File: src/smrm_pkg.sv
// Shared widths, register indexes and control/status types for the seam-to-mask run unit.
package smrm_pkg;

	localparam int IDX_W      = 8;
	localparam int LEN_W      = 24;
	localparam int LEFT_W     = 25;
	localparam int IMG_CNT_W  = 7;
	localparam int TGT_W      = 6;
	localparam int CFG_IDX_W  = 1;
	localparam int CFG_DATA_W = 24;
	localparam int TDATA_W    = 32;

	localparam int MAX_IMAGES_DEF = 64;

	// Configuration register indexes
	localparam logic [CFG_IDX_W-1:0] REG_IMAGE_COUNT = 1'b0;
	localparam logic [CFG_IDX_W-1:0] REG_ROW_WIDTH   = 1'b1;

	// Commands from controller to datapath
	typedef struct packed {
		logic accept;  // take the input transaction, latch item, advance row state
		logic emit;    // load the next result into the output register
	} ctrl_cmd_t;

	// Status from datapath to controller
	typedef struct packed {
		logic has_results; // clamped image count is nonzero
		logic out_free;    // output register empty or being drained this cycle
		logic at_last;     // current image is the final one of this item
	} dp_status_t;

endpackage

File: src/smrm_ctrl.sv
// Controller state machine: sequences accept and per-image result emission.
module smrm_ctrl (
	input  logic                  clk,
	input  logic                  arst_n,
	input  logic                  s_tvalid,
	output logic                  s_tready,
	input  smrm_pkg::dp_status_t  status,
	output smrm_pkg::ctrl_cmd_t   cmd
);

	typedef enum logic [1:0] {
		ST_IDLE = 2'b01,
		ST_EMIT = 2'b10
	} state_t;

	state_t state_q;
	state_t state_next;

	// Accept only between items
	assign s_tready   = (state_q == ST_IDLE);
	assign cmd.accept = s_tvalid && s_tready;
	assign cmd.emit   = (state_q == ST_EMIT) && status.out_free;

	// Next state
	always_comb begin
		state_next = state_q;
		case (state_q)
			ST_IDLE: begin
				if (cmd.accept && status.has_results) begin
					state_next = ST_EMIT;
				end
			end
			ST_EMIT: begin
				if (cmd.emit && status.at_last) begin
					state_next = ST_IDLE;
				end
			end
			default: begin
				state_next = ST_IDLE;
			end
		endcase
	end

	// State register
	always_ff @(posedge clk or negedge arst_n) begin
		if (!arst_n) begin
			state_q <= ST_IDLE;
		end else begin
			state_q <= state_next;
		end
	end

	// Emission never overlaps acceptance
	assert property (@(posedge clk) disable iff (!arst_n) !(cmd.accept && cmd.emit))
		else $error("accept and emit in the same cycle");

	// Last emission returns the controller to idle
	assert property (@(posedge clk) disable iff (!arst_n)
		(cmd.emit && status.at_last) |=> s_tready)
		else $error("controller did not return to idle after last result");

endmodule

File: src/smrm_dpath.sv
// Datapath: configuration, row tracking, item latch, image counter and output register.
module smrm_dpath #(
	parameter int MaxImages = smrm_pkg::MAX_IMAGES_DEF
) (
	input  logic                                 clk,
	input  logic                                 arst_n,
	input  logic                                 cfg_we,
	input  logic [smrm_pkg::CFG_IDX_W-1:0]       cfg_index,
	input  logic [smrm_pkg::CFG_DATA_W-1:0]      cfg_data,
	input  logic [smrm_pkg::TDATA_W-1:0]         s_tdata,
	output logic                                 m_tvalid,
	input  logic                                 m_tready,
	output logic [smrm_pkg::TDATA_W-1:0]         m_tdata,
	output logic                                 m_tlast,
	input  smrm_pkg::ctrl_cmd_t                  cmd,
	output smrm_pkg::dp_status_t                 status
);

	localparam logic [smrm_pkg::IMG_CNT_W-1:0] MAX_N = smrm_pkg::IMG_CNT_W'(MaxImages);

	logic [smrm_pkg::IMG_CNT_W-1:0] image_count_q;
	logic [smrm_pkg::LEN_W-1:0]     row_width_q;
	logic [smrm_pkg::LEFT_W-1:0]    pixels_left_q;
	logic [smrm_pkg::IDX_W-1:0]     prev_image_q;
	logic                           row_started_q;

	logic [smrm_pkg::IDX_W-1:0]     item_idx_q;
	logic [smrm_pkg::IDX_W-1:0]     item_prev_q;
	logic [smrm_pkg::LEN_W-1:0]     item_len_q;
	logic                           item_start_q;
	logic [smrm_pkg::IMG_CNT_W-1:0] n_q;
	logic [smrm_pkg::TGT_W-1:0]     cnt_q;

	logic                           out_valid_q;
	logic [smrm_pkg::TDATA_W-1:0]   out_data_q;
	logic                           out_last_q;

	logic [smrm_pkg::IDX_W-1:0]     in_idx;
	logic [smrm_pkg::LEN_W-1:0]     in_len;
	logic [smrm_pkg::IMG_CNT_W-1:0] n_eff;
	logic [smrm_pkg::LEFT_W-1:0]    left;
	logic [smrm_pkg::LEFT_W-1:0]    len_ext;
	logic [smrm_pkg::LEFT_W-1:0]    left_next;
	logic [smrm_pkg::IDX_W-1:0]     cur_img;
	logic                           is_prev;
	logic                           is_idx;
	logic                           res_extend;
	logic                           res_value;

	assign in_idx = s_tdata[smrm_pkg::IDX_W-1:0];
	assign in_len = s_tdata[smrm_pkg::IDX_W +: smrm_pkg::LEN_W];

	// Clamp the image count to the supported maximum
	assign n_eff = (image_count_q > MAX_N) ? MAX_N : image_count_q;

	// Pixels left after this run, saturating at zero
	assign left      = row_started_q ? pixels_left_q : {1'b0, row_width_q};
	assign len_ext   = {1'b0, in_len};
	assign left_next = (len_ext >= left) ? '0 : (left - len_ext);

	// Configuration writes
	always_ff @(posedge clk or negedge arst_n) begin
		if (!arst_n) begin
			image_count_q <= smrm_pkg::IMG_CNT_W'(1);
			row_width_q   <= smrm_pkg::LEN_W'(1);
		end else if (cfg_we) begin
			case (cfg_index)
				smrm_pkg::REG_IMAGE_COUNT: image_count_q <= cfg_data[smrm_pkg::IMG_CNT_W-1:0];
				smrm_pkg::REG_ROW_WIDTH:   row_width_q   <= cfg_data;
				default: ;
			endcase
		end
	end

	// Advance row state on each accepted transaction
	always_ff @(posedge clk or negedge arst_n) begin
		if (!arst_n) begin
			pixels_left_q <= '0;
			prev_image_q  <= '0;
			row_started_q <= 1'b0;
		end else if (cmd.accept) begin
			pixels_left_q <= left_next;
			prev_image_q  <= in_idx;
			row_started_q <= (left_next != '0);
		end
	end

	// Latch the item for emission
	always_ff @(posedge clk) begin
		if (cmd.accept) begin
			item_idx_q   <= in_idx;
			item_prev_q  <= prev_image_q;
			item_len_q   <= in_len;
			item_start_q <= !row_started_q;
			n_q          <= n_eff;
		end
	end

	// Image counter
	always_ff @(posedge clk or negedge arst_n) begin
		if (!arst_n) begin
			cnt_q <= '0;
		end else if (cmd.accept) begin
			cnt_q <= '0;
		end else if (cmd.emit) begin
			cnt_q <= cnt_q + smrm_pkg::TGT_W'(1);
		end
	end

	// Result for the current image
	assign cur_img    = {{(smrm_pkg::IDX_W-smrm_pkg::TGT_W){1'b0}}, cnt_q};
	assign is_prev    = (cur_img == item_prev_q);
	assign is_idx     = (cur_img == item_idx_q);
	assign res_extend = !item_start_q && !is_prev && !is_idx;
	assign res_value  = item_start_q ? is_idx : (!is_prev && is_idx);

	// Output register
	always_ff @(posedge clk or negedge arst_n) begin
		if (!arst_n) begin
			out_valid_q <= 1'b0;
		end else if (cmd.emit) begin
			out_valid_q <= 1'b1;
		end else if (m_tready) begin
			out_valid_q <= 1'b0;
		end
	end

	always_ff @(posedge clk) begin
		if (cmd.emit) begin
			out_data_q <= {res_value, item_len_q, res_extend, cnt_q};
			out_last_q <= status.at_last;
		end
	end

	assign m_tvalid = out_valid_q;
	assign m_tdata  = out_data_q;
	assign m_tlast  = out_last_q;

	// Status to the controller
	assign status.has_results = (n_eff != '0);
	assign status.out_free    = !out_valid_q || m_tready;
	assign status.at_last     = ({1'b0, cnt_q} == (n_q - smrm_pkg::IMG_CNT_W'(1)));

	// Counter stays inside the item's image range while emitting
	assert property (@(posedge clk) disable iff (!arst_n) cmd.emit |-> ({1'b0, cnt_q} < n_q))
		else $error("image counter past image count");

	// Row in progress always has pixels left
	assert property (@(posedge clk) disable iff (!arst_n) row_started_q |-> (pixels_left_q != '0))
		else $error("row marked started with no pixels left");

endmodule

File: src/seam_runs_to_mask_runs_unit.sv
// Top level: seam runs in, per-image mask run updates out.
//
//   channel | dir | handshake            | payload (low bit first)
//   s_*     | in  | s_tvalid / s_tready  | tdata: image_index[7:0], run_length[31:8]
//   m_*     | out | m_tvalid / m_tready  | tdata: target_image, extend_previous,
//           |     |                      |        run_count, mask_value; tlast: last_result
//   cfg_*   | in  | cfg_we               | cfg_index (0 image_count, 1 row_width), cfg_data
//
// An item yields N = min(image_count, MaxImages) results: it is accepted first, then
// one result per cycle enters the output register while the output is not stalled,
// paced by the image counter. With N = 0 the item is accepted and produces no transaction.
// Reset (arst_n low) sets image_count and row_width to 1 and starts a fresh row.
// A stalled output holds the current result and pauses the image counter; the next
// item is accepted while the final result of the previous one still waits.
module seam_runs_to_mask_runs_unit #(
	parameter int MaxImages = smrm_pkg::MAX_IMAGES_DEF
) (
	input  logic                                clk,
	input  logic                                arst_n,
	input  logic                                cfg_we,
	input  logic [smrm_pkg::CFG_IDX_W-1:0]      cfg_index,
	input  logic [smrm_pkg::CFG_DATA_W-1:0]     cfg_data,
	input  logic                                s_tvalid,
	output logic                                s_tready,
	input  logic [smrm_pkg::TDATA_W-1:0]        s_tdata,  // image_index[7:0], run_length[31:8]
	output logic                                m_tvalid,
	input  logic                                m_tready,
	output logic [smrm_pkg::TDATA_W-1:0]        m_tdata,  // target_image[5:0], extend_previous[6],
	                                                      // run_count[30:7], mask_value[31]
	output logic                                m_tlast
);

	smrm_pkg::ctrl_cmd_t  cmd;
	smrm_pkg::dp_status_t status;

	smrm_ctrl u_ctrl (
		.clk      (clk),
		.arst_n   (arst_n),
		.s_tvalid (s_tvalid),
		.s_tready (s_tready),
		.status   (status),
		.cmd      (cmd)
	);

	smrm_dpath #(
		.MaxImages (MaxImages)
	) u_dpath (
		.clk       (clk),
		.arst_n    (arst_n),
		.cfg_we    (cfg_we),
		.cfg_index (cfg_index),
		.cfg_data  (cfg_data),
		.s_tdata   (s_tdata),
		.m_tvalid  (m_tvalid),
		.m_tready  (m_tready),
		.m_tdata   (m_tdata),
		.m_tlast   (m_tlast),
		.cmd       (cmd),
		.status    (status)
	);

endmodule
File: config.mk
export PLATFORM = sky130hd
export DESIGN_NAME = seam_runs_to_mask_runs_unit
export DESIGN_NICKNAME = d
export VERILOG_FILES = /design/src/smrm_pkg.sv /design/src/smrm_ctrl.sv /design/src/smrm_dpath.sv /design/src/seam_runs_to_mask_runs_unit.sv
export SDC_FILE = /design/constraint.sdc
export NUM_CORES = 1
export LEC_CHECK = 0
export BUFFER_PORTS_ARGS = -buffer_cell sky130_fd_sc_hd__clkbuf_2
export CAP_MARGIN = 20
export CORE_MARGIN = 2
export CORE_UTILIZATION = 43
export CTS_CLUSTER_DIAMETER = 60
export DETAILED_ROUTE_END_ITERATION = 6
export REMOVE_ABC_BUFFERS = 1
export SETUP_SLACK_MARGIN = 0.1
export SLEW_MARGIN = 10
export SYNTH_ARGS = -nofsm -noshare
export SYNTH_HDL_FRONTEND = slang
export SYNTH_HIERARCHICAL = 1
export SYNTH_SLANG_ARGS = --single-unit
File: constraint.sdc
create_clock -name clk -period 3.6 [get_ports clk]
set_input_delay 0.54 -clock clk [delete_from_list [all_inputs] [get_ports clk]]
set_output_delay 0.54 -clock clk [all_outputs]
set_load 0.005 [all_outputs]
==> flow_summary_export.csv, run 1 <==
group,metric,value,unit
outcome,status,"finished clean",
logic_synthesis,synth-seq-cells,155,
finish,syn_to_final_growth,18.21,%
global_routing,grt_pass1_wl,28.78,mm
cts,cts_tree,"yes",
die,core_area,17780,um2
cts,clock-sinks,155,
routing,wl,17.30,mm
timing,slew_headroom,52.93,%
routing,drc,0,
global_routing,grt_max_degree,52,
logic_synthesis,avgSynthCellArea,12.20,um2
timing,hold_viol_final,0,
critical_path,criticalPathCategory,"reg -> reg",
critical_path,critPathSlowestCell,"dfrtp_2",
critical_path,arrival,3630,ps
finish,final_layout_size_suffix_gt1_share,31.92,%
timing,rsz0062_at_grt,"no",
cts,cts_root_buffer,"clkbuf_16",
global_routing,gr-total-overflow,0,
logic_synthesis,ys.flop_type,"edfxtp_1",
timing,holdWs,64.82,ps
die,die_h,138.1,um
pwr,power.net_switching,2.547,mW
pwr,powerDensity,783.6,nW/um2
timing,fin_crit_sh,92.66,%
timing,max_freq,299.8,MHz
timing,worst_slack,264.3,ps
logic_synthesis,synth_cell_types,72,
placement,port_buffers,96,
pwr,ir_worst_vdd,0.0004221,V
timing,fin_tns_setup,0,ps
critical_path,start_kind,"flip-flop",
job,cap_violations,0,
routing,wire_per_inst,17.58,um
die,start_util,43.51,%
global_routing,antenna_found_initial,0,
logic_synthesis,synthCells,634,
timing,setup_viol,0,
routing,routed_via_density,5.342,
critical_path,path_cells,"buf_12, mux2i_1, ha_1, fa_2, nor2b_4, o2111ai_4, a211oi_4, o21ai_2, and3_1, or3_1, nor4_2, and4b_1, a21oi_1",
logic_synthesis,ys_seq_area_share,55.43,%
logic_synthesis,synth_enable_flop_cells,81,
cts,h-tree-depth,4,
global_routing,track_usage,18.84,%
pwr,swShare,35.55,%
hold_path,hold_path_class,"in -> async",
critical_path,crit_fanout,14,
finish,nets,834,
pwr,combPwrFrac,39.9,%
die,dieArea,19080,um2
timing,slew_viol_final,0,
timing,period_minus_slack,3336,ps
routing,firstDrtPassIters,5,
global_routing,grt_pass1_vias,5717,
die,std_cell_rows,49,
finish,diodes,0,
finish,fin_util,51.44,%
cts,cts_hold_buffers,0,
routing,drtAntennaViolNets,0,
cts,clk_latency,430,ps
finish,mostFrequentLayoutCell,"clkbuf_2",
pwr,p_int,4.619,mW
cts,path_clk_slew,60,ps
logic_synthesis,synth_area,7736,um2
timing,worst_slew_pin_slew,705.3,ps
critical_path,critPathRequiredTime,3890,ps
critical_path,cpPeakStageDelay,450,ps
die,die_w,138.1,um
pwr,clock_power_share,23.2,%
finish,final_cell_mix,"95 x clkbuf_2, 81 x edfxtp_1, 70 x dfrtp_1",
timing,clock_skew,7.190,ps
critical_path,cp-end-kind,"flip-flop",
placement,hpwl,12.56,mm
placement,place_congestion,0.8401,
pwr,p_total,7.166,mW
placement,pre_cts_ws,17.07,ps
logic_synthesis,ys_warn_count,6,
die,ios,97,
pwr,p_leak,3.915,nW
routing,first_iter_violations,292,
cts,clock_path_buffers,2,
cts,cts-buffers-inserted,17,
routing,via_count,5257,
logic_synthesis,async_reset_ff_share,47.74,%
pwr,seqPwrFrac,36.9,%
[synth_stat cells (all sizes together), types with 4 or more instances]
master   n  area [um2]
nor3    12       60.06
and2    10       72.57
nand2   25       93.84
buf      7       46.29
mux2i    7       70.07
a21oi   28       140.1
or3      7       43.79
nand3   18       90.09
xnor2   12       105.1
nor4     8       50.05
nand2b   6       37.54
nand4    9       56.30
nor2b   13       96.35
clkbuf  18       87.59
a21o     6       45.04
and3     9       58.80
o21ai   29       152.6
inv     47       176.4
a21boi   5       37.54
edfxtp  81        2432
a22o     9       78.83
xor2    21       183.9
ha      29       362.9
mux2    61       686.9
a41o     4       40.04
dfrtp   71        1777
nor2    24       90.09
[state kept, by name, summed over array words and instances, names as in the netlist]
name and cells:
u_dpath/item_start_q 1, u_dpath/item_idx_q 8, u_dpath/image_count_q 7, u_dpath/prev_image_q 8, u_dpath/m_tvalid 1, u_ctrl/state_q 2
u_dpath/m_tdata 32, u_dpath/m_tlast 1, u_dpath/cnt_q 6, u_dpath/row_width_q 24, u_dpath/item_len_q 24, u_dpath/pixels_left_q 25
u_dpath/n_q 7, u_dpath/item_prev_q 8, u_dpath/row_started_q 1
[critical path: cells and delay by family, from the launching register on]
family / cells / cell delay, ps
fa+ha+maj: 2 / 590
flops: 1 / 450
compound gates: 4 / 650
simple gates: 5 / 1200
buf+inv: 1 / 170
mux: 1 / 120
[kinds of logic after synthesis]
group	share of synthesized area, %
xor+xnor	3.736
flops	55.43
fa+ha+maj	4.949
buf+inv	4.140
mux	9.785
compound gates	10.85
simple gates	11.11
[power groups by stage]
stage	Sequential (mW)	Clock, mW	Combinational [mW]
after floorplan	2.64	0	1.91
after global placement	2.66	0	2.71
after detailed placement	2.68	0	2.74
after CTS	2.65	1.70	2.79
after global routing	2.70	1.77	3.15
final	2.64	1.66	2.86
[what timing repair did]
| action | 4_1_cts | 5_1_grt |
|---|---|---|
| setup buffers | 1 | 0 |
| resized for setup | 5 | 16 |
| setup endpoints to repair | 5 | 26 |
| pin swaps | 1 | 3 |
[per-layer routing]
| metal | GRT usage [%] | share of wire, % | wire, um | vias to the layer above |
|---|---|---|---|---|
| met2 | 32.23 | 50 | 8729 | 111 |
| met1 | 23.85 | 45 | 7763 | 2580 |
| met4 | 6.660 | 1.3 | 233 | 0 |
| met3 | 3.914 | 3.3 | 572 | 21 |
| met5 | 0 | 0 | 0 | - |
| li1 | - | - | - | 2545 |
[through the flow]
step,area [um2],instances
floorplan,7592,608
detailed placement,8508,951
global route,9145,984
global placement,8508,951
CTS,9075,984
finish,9145,984
[worst paths after layout]
path                                             from                 endpoint  slack [ps]  cells after the start
worst min-delay path                           arst_n  u_dpath/prev_image_q[7]          60                      1
worst max-delay path            u_dpath/row_started_q    u_dpath/row_started_q         260                     13
worst max register to register  u_dpath/row_started_q    u_dpath/row_started_q         260                     13
min in group clk                           s_tdata[0]    u_dpath/item_idx_q[0]         300                      1
worst min register to register  u_dpath/item_len_q[1]       u_dpath/m_tdata[8]         420                      0
max in group asynchronous                      arst_n   u_dpath/row_width_q[0]        2650                      2
[area by class of cell]
| class | count | area (um2) |
|---|---|---|
| Clock buffer | 21 | 440.4 |
| Clock inverter | 11 | 96.34 |
| Multi-Input combinational cell | 406 | 3217 |
| Timing Repair Buffer | 115 | 639.4 |
| Tap cell | 229 | 286.5 |
| Sequential cell | 155 | 4289 |
| Inverter | 47 | 176.4 |
| Fill cell | 1590 | 8635 |
No activity file was read; power rests on OpenSTA's default activity.
==> inputs of run 2 (changes only) <==
Settings changed: CAP_MARGIN 20 to default, CTS_CLUSTER_SIZE from default to 10, MAX_ROUTING_LAYER from default to met4.
==> flow_summary_export.csv, run 2 (synthesized netlist as in run 1, its figures left out) <==
group,metric,value,unit
outcome,status,"finished clean",
timing,rsz0062_at_grt,"no",
critical_path,criticalPathCategory,"reg -> reg",
timing,fin_tns_setup,0,ps
placement,place_congestion,0.8620,
pwr,clock_power_share,24.7,%
placement,placed_area,8498,um2
pwr,p_leak,3.939,nW
cts,h-tree-depth,4,
timing,worst_slew_pin_slew,785.2,ps
critical_path,crit_fanout,15,
timing,period_minus_slack,3328,ps
cts,clk_latency,420,ps
routing,firstDrtPassIters,4,
die,start_util,43.51,%
die,std_cell_rows,49,
routing,routed_via_density,5.399,
routing,drc,0,
global_routing,antenna_found_initial,0,
pwr,combPwrFrac,39.1,%
pwr,swShare,34.89,%
placement,port_buffers,96,
critical_path,arrival,3670,ps
cts,path_clk_slew,60,ps
critical_path,cp-end-kind,"flip-flop",
cts,cts-buffers-inserted,17,
routing,first_iter_violations,268,
timing,max_freq,300.5,MHz
finish,final_area,9154,um2
finish,diodes,0,
job,cap_violations,0,
die,ios,97,
routing,wire_per_inst,17.74,um
pwr,power.net_switching,2.540,mW
cts,clock-sinks,155,
finish,largest_register_ffs,32,
critical_path,rrSetupSlack,270,ps
routing,wl,17.42,mm
timing,hold_viol_final,0,
cts,cts_hold_buffers,0,
hold_path,hold_path_class,"in -> async",
finish,final_layout_size_suffix_gt1_share,30.94,%
critical_path,critPathRequiredTime,3940,ps
pwr,seqPwrFrac,36.2,%
critical_path,reg2reg_from,"u_dpath/row_started_q",
placement,hpwl,12.42,mm
routing,via_count,5302,
timing,slew_viol_final,0,
pwr,ir_worst_vdd,0.0004358,V
finish,nets,832,
critical_path,r2r_end,"u_dpath/row_started_q",
routing,drtAntennaViolNets,0,
timing,setup_viol,0,
cts,cts_root_buffer,"clkbuf_16",
die,dieArea,19080,um2
finish,mostFrequentLayoutCell,"clkbuf_2",
global_routing,grt_pass1_vias,5692,
cts,cts_tree,"yes",
finish,layoutNonFillerInstCount,982,
timing,holdWs,144.0,ps
global_routing,track_usage,19.62,%
die,die_w,138.1,um
timing,slew_headroom,47.65,%
global_routing,grt_max_degree,75,
timing,fin_crit_sh,92.44,%
cts,clock_path_buffers,2,
placement,placedCellCount,948,
critical_path,ff2ff_path_depth,12,
pwr,powerDensity,795.2,nW/um2
global_routing,grt_pass1_wl,28.93,mm
timing,clock_skew,5.614,ps
pwr,p_int,4.739,mW
die,die_h,138.1,um
finish,final_cell_mix,"95 x clkbuf_2, 81 x edfxtp_1, 71 x dfrtp_1",
finish,syn_to_final_growth,18.32,%
critical_path,start_kind,"flip-flop",
global_routing,gr-total-overflow,0,
die,core_area,17780,um2
## run 2: changes by cell type in the layout (fill, tap and decap cells not counted), moves of 2 or more
cell	previous run	this run
clkinvlp_4	4	1
a221oi_1	0	2
a221oi_2	2	0
buf_4	17	15
bufinv_16	1	3
clkinv_2	3	1
clkinv_4	1	3
ha_1	27	29
ha_2	2	0
o2111ai_2	0	2
## run 2: final cells by class
type / instances / area [um2]
Clock buffer: 21 / 440.4
Timing Repair Buffer: 113 / 633.1
Clock inverter: 11 / 145.1
Inverter: 47 / 176.4
Fill cell: 1559 / 8626
Sequential cell: 155 / 4288
Tap cell: 229 / 286.5
Multi-Input combinational cell: 406 / 3184
## run 2: what timing repair did
item                                   CTS  global route
pin swaps                                0             1
endpoints found under the hold margin    0             0
buffers inserted                         0             2
setup endpoints to repair                1            15
gates resized for setup                  1            12
## run 2: how the worst max path moves through the flow
stage | start | to | depth (start not counted)
6_report | u_dpath/row_started_q | u_dpath/row_started_q | 12
5_1_grt | u_dpath/row_started_q | u_dpath/row_started_q | 13
4_1_cts | u_dpath/row_started_q | u_dpath/row_started_q | 13
3_5_place_dp | u_dpath/row_started_q | u_dpath/row_started_q | 12
3_3_place_gp | u_dpath/row_started_q | u_dpath/row_started_q | 12
2_1_floorplan | u_dpath/row_started_q | u_dpath/pixels_left_q[14] | 11
## run 2: stage by stage
stage	util [%]	worst slack (ps)	total power [mW]
after global placement	47.80	-29.59	5.384
after detailed placement	47.80	17.38	5.431
final	51.48	272.1	7.279
after global routing	51.48	98.41	7.756
after floorplan	-	-246.9	4.549
after CTS	51.09	155.4	7.265
## run 2: power by group through the flow
| stage | registers (mW) | logic, mW | clock network [mW] |
|---|---|---|---|
| floorplan | 2.64 | 1.91 | 0 |
| global placement | 2.65 | 2.73 | 0 |
| detailed placement | 2.67 | 2.76 | 0 |
| CTS | 2.64 | 2.78 | 1.85 |
| global route | 2.69 | 3.15 | 1.92 |
| finish | 2.64 | 2.84 | 1.80 |
## run 2: critical path: stages (launching register included)
cell and delay (ps):
dfrtp_1 390, buf_12 170, mux2_2 340, ha_1 380, a21oi_1 220, nand2_1 130, o2111ai_2 300, nand4b_1 220
and2_2 270, a41oi_1 240, xnor2_1 210, and4b_1 230, a21oi_1 130
## run 2: layer usage
| metal | vias to the layer above | global-route usage, % | share of wire (%) |
|---|---|---|---|
| li1 | 2543 | - | - |
| met1 | 2629 | 23.29 | 44 |
| met2 | 105 | 33.22 | 51 |
| met3 | 25 | 3.914 | 3.2 |
| met4 | 0 | 7.304 | 2.0 |
| met5 | - | - | 0 |
==> inputs of run 3 (changes only) <==
Settings changed: CORE_MARGIN 2 to 8, CTS_CLUSTER_DIAMETER 60 to default, SETUP_SLACK_MARGIN 0.1 to default.
==> flow_summary_export.csv, run 3 (synthesized netlist as in run 1, its figures left out) <==
group,metric,value,unit
cts,clk_latency,430,ps
pwr,p_total,7.424,mW
global_routing,grt_pass1_vias,5624,
pwr,seqPwrFrac,35.4,%
routing,drc,0,
timing,period_minus_slack,3426,ps
timing,fin_tns_setup,0,ps
critical_path,crit_fanout,15,
placement,place_congestion,0.8494,
finish,syn_to_final_growth,19.02,%
die,die_h,150.1,um
finish,fill_cells,1598,
pwr,ir_worst_vdd,0.0004039,V
timing,max_freq,291.9,MHz
routing,firstDrtPassIters,4,
timing,clock_skew,10.25,ps
finish,multi_input_area,3178,um2
timing,slew_headroom,54.22,%
die,dieArea,22540,um2
global_routing,track_usage,17.26,%
hold_path,hold_path_class,"in -> async",
pwr,powerDensity,806.3,nW/um2
finish,diodes,0,
timing,holdWs,94.65,ps
critical_path,criticalPathCategory,"reg -> reg",
placement,hpwl,13.38,mm
finish,final_cell_mix,"95 x clkbuf_2, 81 x edfxtp_1, 71 x dfrtp_1",
global_routing,grt_max_degree,57,
cts,cts_root_buffer,"clkbuf_16",
finish,mostFrequentLayoutCell,"clkbuf_2",
global_routing,gr-total-overflow,0,
routing,via_count,5325,
critical_path,critPathRequiredTime,3900,ps
critical_path,start_kind,"flip-flop",
die,core_area,17780,um2
critical_path,cp-end-kind,"flip-flop",
cts,path_clk_slew,60,ps
pwr,combPwrFrac,38.9,%
timing,worst_slew_pin_slew,685.9,ps
routing,wire_per_inst,18.47,um
finish,largest_register_ffs,32,
die,ios,97,
routing,drtAntennaViolNets,0,
routing,wl,18.20,mm
die,die_w,150.1,um
finish,nets,835,
pwr,p_int,4.837,mW
cts,clock_path_buffers,2,
pwr,power.net_switching,2.587,mW
cts,clock-sinks,155,
global_routing,grt_pass1_wl,29.24,mm
finish,ff_latch_area,4288,um2
job,cap_violations,0,
timing,fin_crit_sh,95.18,%
pwr,clock_power_share,25.6,%
cts,h-tree-depth,4,
timing,hold_viol_final,0,
critical_path,arrival,3720,ps
global_routing,antenna_found_initial,0,
routing,first_iter_violations,343,
pwr,swShare,34.84,%
finish,final_layout_size_suffix_gt1_share,31.48,%
timing,slew_viol_final,0,
cts,cts-buffers-inserted,17,
cts,cts_tree,"yes",
pwr,p_leak,3.968,nW
routing,routed_via_density,5.406,
die,start_util,43.51,%
die,std_cell_rows,49,
outcome,status,"finished clean",
placement,port_buffers,96,
timing,setup_viol,0,
[run 3: per-stage QoR]
step,setup slack [ps],cells,area (um2),utilization (%)
2_1_floorplan,-246.9,608,7592,-
3_3_place_gp,-75.25,951,8521,47.92
3_5_place_dp,-80.33,951,8521,47.92
4_1_cts,51.24,983,9144,51.43
5_1_grt,-5.656,985,9208,51.79
6_report,173.7,985,9208,51.79
[run 3: power groups by stage]
stage | Clock (mW) | Combinational [mW] | Sequential [mW]
4_1_cts | 1.95 | 2.84 | 2.64
6_report | 1.90 | 2.89 | 2.63
2_1_floorplan | 0 | 1.91 | 2.64
5_1_grt | 2.03 | 3.18 | 2.69
3_5_place_dp | 0 | 2.82 | 2.67
3_3_place_gp | 0 | 2.79 | 2.65
[run 3: critical path: stages (launching register included)]
cell and delay [ps]:
dfrtp_1 410, buf_12 170, mux2i_1 120, ha_1 210, fa_1 450, nor2b_4 170, o2111ai_2 180, a211oi_4 330
o21ai_2 110, and3_1 170, or3_1 400, nor4_2 280, and4b_1 220, a21oi_1 60
[run 3: cell type report]
| type | instances | share of cell area (%) |
|---|---|---|
| Inverter | 47 | 1.916 |
| Sequential cell | 155 | 46.57 |
| Timing Repair Buffer | 116 | 7.121 |
| Multi-Input combinational cell | 406 | 34.52 |
| Clock inverter | 13 | 2.065 |
| Tap cell | 229 | 3.112 |
| Clock buffer | 19 | 4.702 |
[run 3: metal layers]
metal | vias up | global-route usage (%) | part of all wire (%) | routed length (um)
met5 | - | - | 0 | 0
met4 | 0 | 5.047 | 1.5 | 278
met3 | 21 | 4.208 | 4.0 | 732
met2 | 114 | 29.68 | 52 | 9460
met1 | 2639 | 19.67 | 42 | 7724
li1 | 2551 | - | - | -
[run 3: final timing paths]
path / start / to / slack [ps] / cells past startpoint
worst max-delay path: u_dpath/row_started_q / u_dpath/row_started_q / 170 / 13
worst min-delay path: arst_n / u_dpath/prev_image_q[2] / 90 / 1
worst max register to register: u_dpath/row_started_q / u_dpath/row_started_q / 170 / 13
worst min register to register: u_dpath/item_len_q[6] / u_dpath/m_tdata[13] / 420 / 0
max in group asynchronous: arst_n / u_dpath/image_count_q[0] / 2620 / 2
min in group clk: s_tdata[6] / u_dpath/item_idx_q[6] / 300 / 1
[run 3: timing repair]
| action | in CTS | in global routing |
|---|---|---|
| setup buffers | 0 | 2 |
| pin swaps | 0 | 1 |
| resized for setup | 1 | 11 |
| endpoints found under the hold margin | 0 | 0 |
| endpoints found under the setup margin | 1 | 3 |
| hold buffers | 0 | 0 |
